<file path="src/rtl/laplacian_sharpen_3x3_assert.svh">
// ----------------------------------------------------------------------------
// Assertion macros for the 3x3 sharpening block.
// Each macro expects clk and rst_n in scope; checks are off while in reset.
// ----------------------------------------------------------------------------
`ifndef LAPLACIAN_SHARPEN_3X3_ASSERT_SVH
`define LAPLACIAN_SHARPEN_3X3_ASSERT_SVH

// Same-cycle implication: cons must hold whenever ante holds.
`define LSS_ASSERT_NOW(label, ante, cons, msg) \
  label: assert property (@(posedge clk) disable iff (!rst_n) (ante) |-> (cons)) \
    else $error(msg);

// Next-cycle implication: cons must hold in the cycle after ante.
`define LSS_ASSERT_NEXT(label, ante, cons, msg) \
  label: assert property (@(posedge clk) disable iff (!rst_n) (ante) |=> (cons)) \
    else $error(msg);

`endif

</file>
<file path="src/rtl/lss_pkg.sv">
// ----------------------------------------------------------------------------
// lss_pkg
// Shared constants, register codes and interface types of the 3x3
// sharpening block.
// ----------------------------------------------------------------------------
`default_nettype none

package lss_pkg;

  // Frame limits
  localparam int MAX_WIDTH    = 2048;
  localparam int MAX_HEIGHT   = 4096;
  localparam int MAX_CHANNELS = 4;
  localparam int MIN_WIDTH    = 3;
  localparam int MIN_HEIGHT   = 3;
  localparam int MIN_CHANNELS = 1;

  // Register reset values
  localparam int RESET_WIDTH    = 640;
  localparam int RESET_HEIGHT   = 480;
  localparam int RESET_CHANNELS = 3;

  // Field and store widths
  localparam int SAMPLE_W    = 8;
  localparam int WIDTH_W     = 12;
  localparam int HEIGHT_W    = 13;
  localparam int CHAN_W      = 3;
  localparam int CFG_DATA_W  = 13;
  localparam int CFG_INDEX_W = 2;
  localparam int STORE_DEPTH = MAX_WIDTH * MAX_CHANNELS;
  localparam int ADDR_W      = $clog2(STORE_DEPTH);
  localparam int ROW_LEN_W   = ADDR_W + 1;
  localparam int ROW_W       = $clog2(MAX_HEIGHT);

  // Sliding window over the previous row: two pixels of channels plus one
  localparam int WIN_TAPS = 2 * MAX_CHANNELS + 1;
  localparam int TAP_W    = $clog2(WIN_TAPS);

  // Centre weight of the stencil
  localparam int CENTRE_GAIN = 5;

  // Register indexes
  typedef enum logic [CFG_INDEX_W-1:0] {
    CFG_IMAGE_WIDTH   = 2'd0,
    CFG_IMAGE_HEIGHT  = 2'd1,
    CFG_CHANNEL_COUNT = 2'd2
  } cfg_idx_t;

  // Frame geometry derived from the registers
  typedef struct packed {
    logic [CHAN_W-1:0]    chans;
    logic [ROW_LEN_W-1:0] row_len;
    logic [ADDR_W-1:0]    last_sample;
    logic [ADDR_W-1:0]    tail_start;
    logic [ROW_W-1:0]     last_row;
  } lss_geom_t;

  // Line store access for one sample
  typedef struct packed {
    logic                rd_en;
    logic [ADDR_W-1:0]   prior_rd_addr;
    logic [ADDR_W-1:0]   older_rd_addr;
    logic                wr_en;
    logic [ADDR_W-1:0]   wr_addr;
    logic [SAMPLE_W-1:0] wr_sample;
  } lss_mem_req_t;

  // Neighbors of the sample held in the input stage
  typedef struct packed {
    logic [SAMPLE_W-1:0] centre;
    logic [SAMPLE_W-1:0] left;
    logic [SAMPLE_W-1:0] right;
    logic [SAMPLE_W-1:0] up;
  } lss_taps_t;

endpackage

`default_nettype wire

</file>
<file path="src/rtl/lss_cfg.sv">
// ----------------------------------------------------------------------------
// lss_cfg
// Configuration registers: clamps each write to its legal range and keeps
// the derived frame geometry ready for the datapath.
// ----------------------------------------------------------------------------
`default_nettype none

module lss_cfg
  import lss_pkg::*;
(
  input  wire logic                   clk,
  input  wire logic                   rst_n,
  input  wire logic                   cfg_we,
  input  wire logic [CFG_INDEX_W-1:0] cfg_index,
  input  wire logic [CFG_DATA_W-1:0]  cfg_data,
  output lss_geom_t                   geom,
  output logic                        restart
);

  logic [WIDTH_W-1:0]  width_r, width_nxt;
  logic [HEIGHT_W-1:0] height_r, height_nxt;
  logic [CHAN_W-1:0]   chans_r, chans_nxt;
  lss_geom_t           geom_r, geom_nxt;
  logic [WIDTH_W-1:0]  wr_width;
  logic [HEIGHT_W-1:0] wr_height;
  logic [CHAN_W-1:0]   wr_chans;
  logic [2*ROW_LEN_W-1:0] row_len_full;
  logic [2*ROW_LEN_W-1:0] tail_full;

  // Clamp the written value of each register
  always_comb begin
    wr_width  = cfg_data[WIDTH_W-1:0];
    wr_height = cfg_data[HEIGHT_W-1:0];
    wr_chans  = cfg_data[CHAN_W-1:0];
    if (wr_width < WIDTH_W'(MIN_WIDTH)) begin
      wr_width = WIDTH_W'(MIN_WIDTH);
    end else if (wr_width > WIDTH_W'(MAX_WIDTH)) begin
      wr_width = WIDTH_W'(MAX_WIDTH);
    end
    if (wr_height < HEIGHT_W'(MIN_HEIGHT)) begin
      wr_height = HEIGHT_W'(MIN_HEIGHT);
    end else if (wr_height > HEIGHT_W'(MAX_HEIGHT)) begin
      wr_height = HEIGHT_W'(MAX_HEIGHT);
    end
    if (wr_chans < CHAN_W'(MIN_CHANNELS)) begin
      wr_chans = CHAN_W'(MIN_CHANNELS);
    end else if (wr_chans > CHAN_W'(MAX_CHANNELS)) begin
      wr_chans = CHAN_W'(MAX_CHANNELS);
    end
  end

  // Select the register that a write targets
  always_comb begin
    width_nxt  = width_r;
    height_nxt = height_r;
    chans_nxt  = chans_r;
    restart    = 1'b0;
    if (cfg_we) begin
      case (cfg_index)
        CFG_IMAGE_WIDTH: begin
          width_nxt = wr_width;
          restart   = 1'b1;
        end
        CFG_IMAGE_HEIGHT: begin
          height_nxt = wr_height;
          restart    = 1'b1;
        end
        CFG_CHANNEL_COUNT: begin
          chans_nxt = wr_chans;
          restart   = 1'b1;
        end
        default: begin
          restart = 1'b0;
        end
      endcase
    end
  end

  // Derive row geometry from the next register values
  always_comb begin
    row_len_full = ROW_LEN_W'(width_nxt) * ROW_LEN_W'(chans_nxt);
    tail_full    = ROW_LEN_W'(width_nxt - WIDTH_W'(1)) * ROW_LEN_W'(chans_nxt);
    geom_nxt.chans       = chans_nxt;
    geom_nxt.row_len     = row_len_full[ROW_LEN_W-1:0];
    geom_nxt.last_sample = ADDR_W'(row_len_full[ROW_LEN_W-1:0] - ROW_LEN_W'(1));
    geom_nxt.tail_start  = tail_full[ADDR_W-1:0];
    geom_nxt.last_row    = ROW_W'(height_nxt - HEIGHT_W'(1));
  end

  // Hold registers and geometry
  always_ff @(posedge clk) begin
    if (!rst_n) begin
      width_r             <= WIDTH_W'(RESET_WIDTH);
      height_r            <= HEIGHT_W'(RESET_HEIGHT);
      chans_r             <= CHAN_W'(RESET_CHANNELS);
      geom_r.chans        <= CHAN_W'(RESET_CHANNELS);
      geom_r.row_len      <= ROW_LEN_W'(RESET_WIDTH * RESET_CHANNELS);
      geom_r.last_sample  <= ADDR_W'(RESET_WIDTH * RESET_CHANNELS - 1);
      geom_r.tail_start   <= ADDR_W'((RESET_WIDTH - 1) * RESET_CHANNELS);
      geom_r.last_row     <= ROW_W'(RESET_HEIGHT - 1);
    end else begin
      width_r  <= width_nxt;
      height_r <= height_nxt;
      chans_r  <= chans_nxt;
      geom_r   <= geom_nxt;
    end
  end

  assign geom = geom_r;

endmodule

`default_nettype wire

</file>
<file path="config.mk">
export PLATFORM = sky130hd
export DESIGN_NAME = lss_cfg
export DESIGN_NICKNAME = d
export VERILOG_FILES = /design/src/rtl/laplacian_sharpen_3x3_assert.svh /design/src/rtl/lss_pkg.sv /design/src/rtl/lss_cfg.sv
export SDC_FILE = /design/constraint.sdc
export NUM_CORES = 1
export LEC_CHECK = 0
export BUFFER_PORTS_ARGS = -buffer_cell sky130_fd_sc_hd__buf_2
export CORE_ASPECT_RATIO = 1.2
export CORE_MARGIN = 8
export CORE_UTILIZATION = 25
export CTS_BUF_LIST = sky130_fd_sc_hd__clkbuf_8
export CTS_CLUSTER_SIZE = 8
export DETAILED_ROUTE_END_ITERATION = 16
export PLACE_DENSITY_LB_ADDON = 0.15
export SYNTH_ARGS = -nofsm -noshare
export SYNTH_HDL_FRONTEND = slang
export SYNTH_SLANG_ARGS = --single-unit
</file>
<file path="constraint.sdc">
create_clock -name clk -period 4.7 [get_ports clk]
set_clock_uncertainty 0.15 [all_clocks]
set_input_delay 0.235 -clock clk [delete_from_list [all_inputs] [get_ports clk]]
set_output_delay 0.235 -clock clk [all_outputs]
set_load 0.02 [all_outputs]
</file>
==> impl_results.md <==
* Status: complete, no violations
* Clock latency on the worst-skew pair at 0.37 ns
* I/O Buffers at 73
* WP depth at 20
* Pint at 1.41 mW
* Post-synthesis cell type count at 64
* Grt total ovfl at 0
* Reg-to-reg endpoint: geom[24]
* Die area at 25000 sq um
* Worst Path Arrival at 4.52 ns
* Hold_sp: cfg_data[6]
* Antenna-violating nets left at 0
* Crit path launch: cfg_data[2]
* Core Box Area at 20000 sq um
* Placer Congestion at 0.816
* Minimum clock period at 4.38 ns
* Via-per-instance ratio at 4.47
* Net Sw Frac at 36.4%
* Initial antenna violation count at 0
* Final hold violations at 0
* EDFF count, synth at 0
* Post-synth ARST share at 0%
* DP Worst Slack at -0.138 ns
* First-pass GRT wire length at 24000 microns
* PD cells at 341 nW/um^2
* Synth Net Count at 677
* Avg Cell Area, Syn at 8.28 sq um
* Combinational power share at 41.4%
* Peak VDD IR at 0.108 mV
* Leak Pwr at 3.07 nW
* Buf+Inv Stages, Crit Path at 3
* Hold WS at 0.0964 ns
* Final WS setup at 0.324 ns
* Crit path max-delay cell type: or4_4
* Clk buf depth at 2
* Clk root buf: clkbuf_8
* Sum Neg Setup Slack at 0 ns
* Sequential share of the synthesized area at 31.3%
* CP Data Required Time at 4.85 ns
* Final net count at 825
* Total power at 2.22 mW
* Cts bufs inserted at 9
* Crit path capture: geom[24]
* Fmax at 229 MHz
* Vias in the first global route at 4880
* Sw power at 807 uW
* DR iter-0 viols at 173
* Post-route insts no fill at 1027
* R2r worst-path depth at 18
* H-tree depth at 3
* Setup-failing EPs final at 0
* CP peak stage delay at 0.57 ns
* CTS tree: yes
* Die height at 172 microns
* Ant. Diodes at 0
* Final wirelength at 14200 microns
* Chip Width at 146 microns
* Synth Register Bits at 79
* Worst R2R Setup Slack at 0.52 ns
* Setup crit end kind: flip-flop
* Crit-path leading delay family: simple AND/OR/NAND/NOR gates
* Share of cells above drive strength 1 at 27.2%
* Syn Std Cell Area at 5050 sq um
* Reg power frac at 34.6%
* Initial core utilization at 25.2%
* Synth Warn # at 0
* Reg2reg start: width_r[0]
* Dpl cells at 1012
* Max_slew headroom at 61.5%
* Final Slew Violations at 0
* Worst-path fanout max at 4
* # rows at 57
* Cells after Synth at 610
* Slew @ Worst Pin at 0.577 ns
* Largest net degree at the start of global routing at 51
* Hold Crit Class: primary input to flip-flop
* Top_reg_cell synth: dfxtp_1
* Crit path kind: primary input to flip-flop
* DR DRC count at 0
* Max cap viols at 0
* HPWL after DPL at 11100 microns
* Layout area overhead at 28.7%
* Routed len/inst at 13.8 microns
* Pre-antenna DRT Iters at 4
* Setup crit start kind: primary input
* # clock sinks at 79
* Worst-path cell chain: buf_2 > or4_4 > nor3_1 > o32a_1 > inv_2 > ha_1 > o311ai_0 > xnor2_1 > nand2_1 > fa_1 > inv_1 > ha_1 > nor2b_1 > o21ai_0 > a21o_1 > a31oi_2 > and4_1 > nor3_1 > xor2_1 > mux2i_1
* Vias at 4587
* Clk pwr share at 24.0%
* Tot GR Track Use at 11.8%
* # IOs at 74
* Final period util at 93.1%
* Reg clk slew, reported paths at 0.09 ns
[final cells by class]
| type | count | area, sq um |
|---|---|---|
| fill | 2171 | 13500 |
| clock inverter | 5 | 58.8 |
| sequential | 79 | 1580 |
| tap | 265 | 332 |
| clock buffer | 10 | 138 |
| inverter | 54 | 203 |
| timing repair buffer | 153 | 966 |
| multi-input combinational | 461 | 3230 |
[layer usage]
layer	vias to the layer above	track usage (%)	wire length (microns)
li1	2315	-	-
met1	2174	13.1	5990
met2	82	21.9	7340
met3	16	2.16	623
met4	0	4.67	261
met5	-	0	0
[cell usage in the layout (no fill, tap or decap), types with 6 or more instances in the layout]
master / n
xor2_1: 13
nand2b_1: 13
ha_1: 27
dfxtp_1: 79
o21ai_0: 23
buf_4: 80
nor3_1: 15
a21o_1: 6
a21oi_1: 18
xnor2_1: 26
buf_2: 73
nand3_1: 9
fa_1: 22
nor4_1: 6
or2_2: 9
nor2_1: 56
mux2i_1: 6
nand2_1: 107
inv_1: 51
and2_1: 18
clkbuf_8: 10
[synth_stat cells (all sizes together) (5+ instances only)]
cell type | count | area share (%)
clkbuf | 12 | 0.89
xor2 | 14 | 2.4
a21o | 6 | 0.89
nor4 | 8 | 1.6
nor2 | 57 | 4.2
fa | 22 | 8.7
dfxtp | 79 | 31
nand2 | 107 | 7.9
o211ai | 5 | 0.84
and2 | 18 | 2.2
ha | 27 | 6.7
nand2b | 13 | 1.6
o21ai | 28 | 2.8
nand3 | 9 | 0.89
mux2i | 6 | 1.2
inv | 52 | 3.9
o31ai | 5 | 0.74
nor3 | 18 | 2.2
xnor2 | 26 | 4.5
or2 | 9 | 1.1
a21oi | 20 | 2.1
[sequential cells by signal (all words and copies together) (netlist names)]
name / cells
geom: 55
height_r: 12
width_r: 12
[cells by family after synthesis]
family	count (synthesis)	share of synthesized area [%]
adders and majority gates	49	15.4
buffers and inverters	70	5.52
xor gates and xnor gates	40	6.93
DFF	79	31.3
muxes	10	2.08
and+or+nand+nor	264	25.6
AOI/OAI and AO/OA	98	13.2
[stage by stage]
step                      instance area (sq um)  utilization [%]
final                                      6500             32.5
after global routing                       6500             32.5
after CTS                                  6490             32.4
after detailed placement                   6290             31.4
after global placement                     6290             31.4
after floorplan                            5070                -
[worst min path at each step]
stage	end	slack, ns	cells past startpoint
floorplan	geom[49]	0.22	1
global placement	height_r[11]	0.34	2
detailed placement	height_r[6]	0.35	1
CTS	height_r[6]	0.08	2
global route	height_r[6]	0.11	2
finish	height_r[6]	0.1	2
[power by group through the flow]
stage                     registers [mW]  logic, mW  clock network (mW)
after floorplan                    0.878      0.512                   0
after global placement             0.784      0.925                   0
after detailed placement           0.784      0.928                   0
after CTS                          0.770      0.934               0.550
after global routing               0.777       1.04               0.582
final                              0.767      0.918               0.531
[repair_timing]
item | 4_1_cts | 5_1_grt
hold buffers | 0 | 0
resized for setup | 0 | 4
setup buffers | 0 | 0
setup endpoints to repair | 0 | 2
Power figures use the tool's default switching activity.
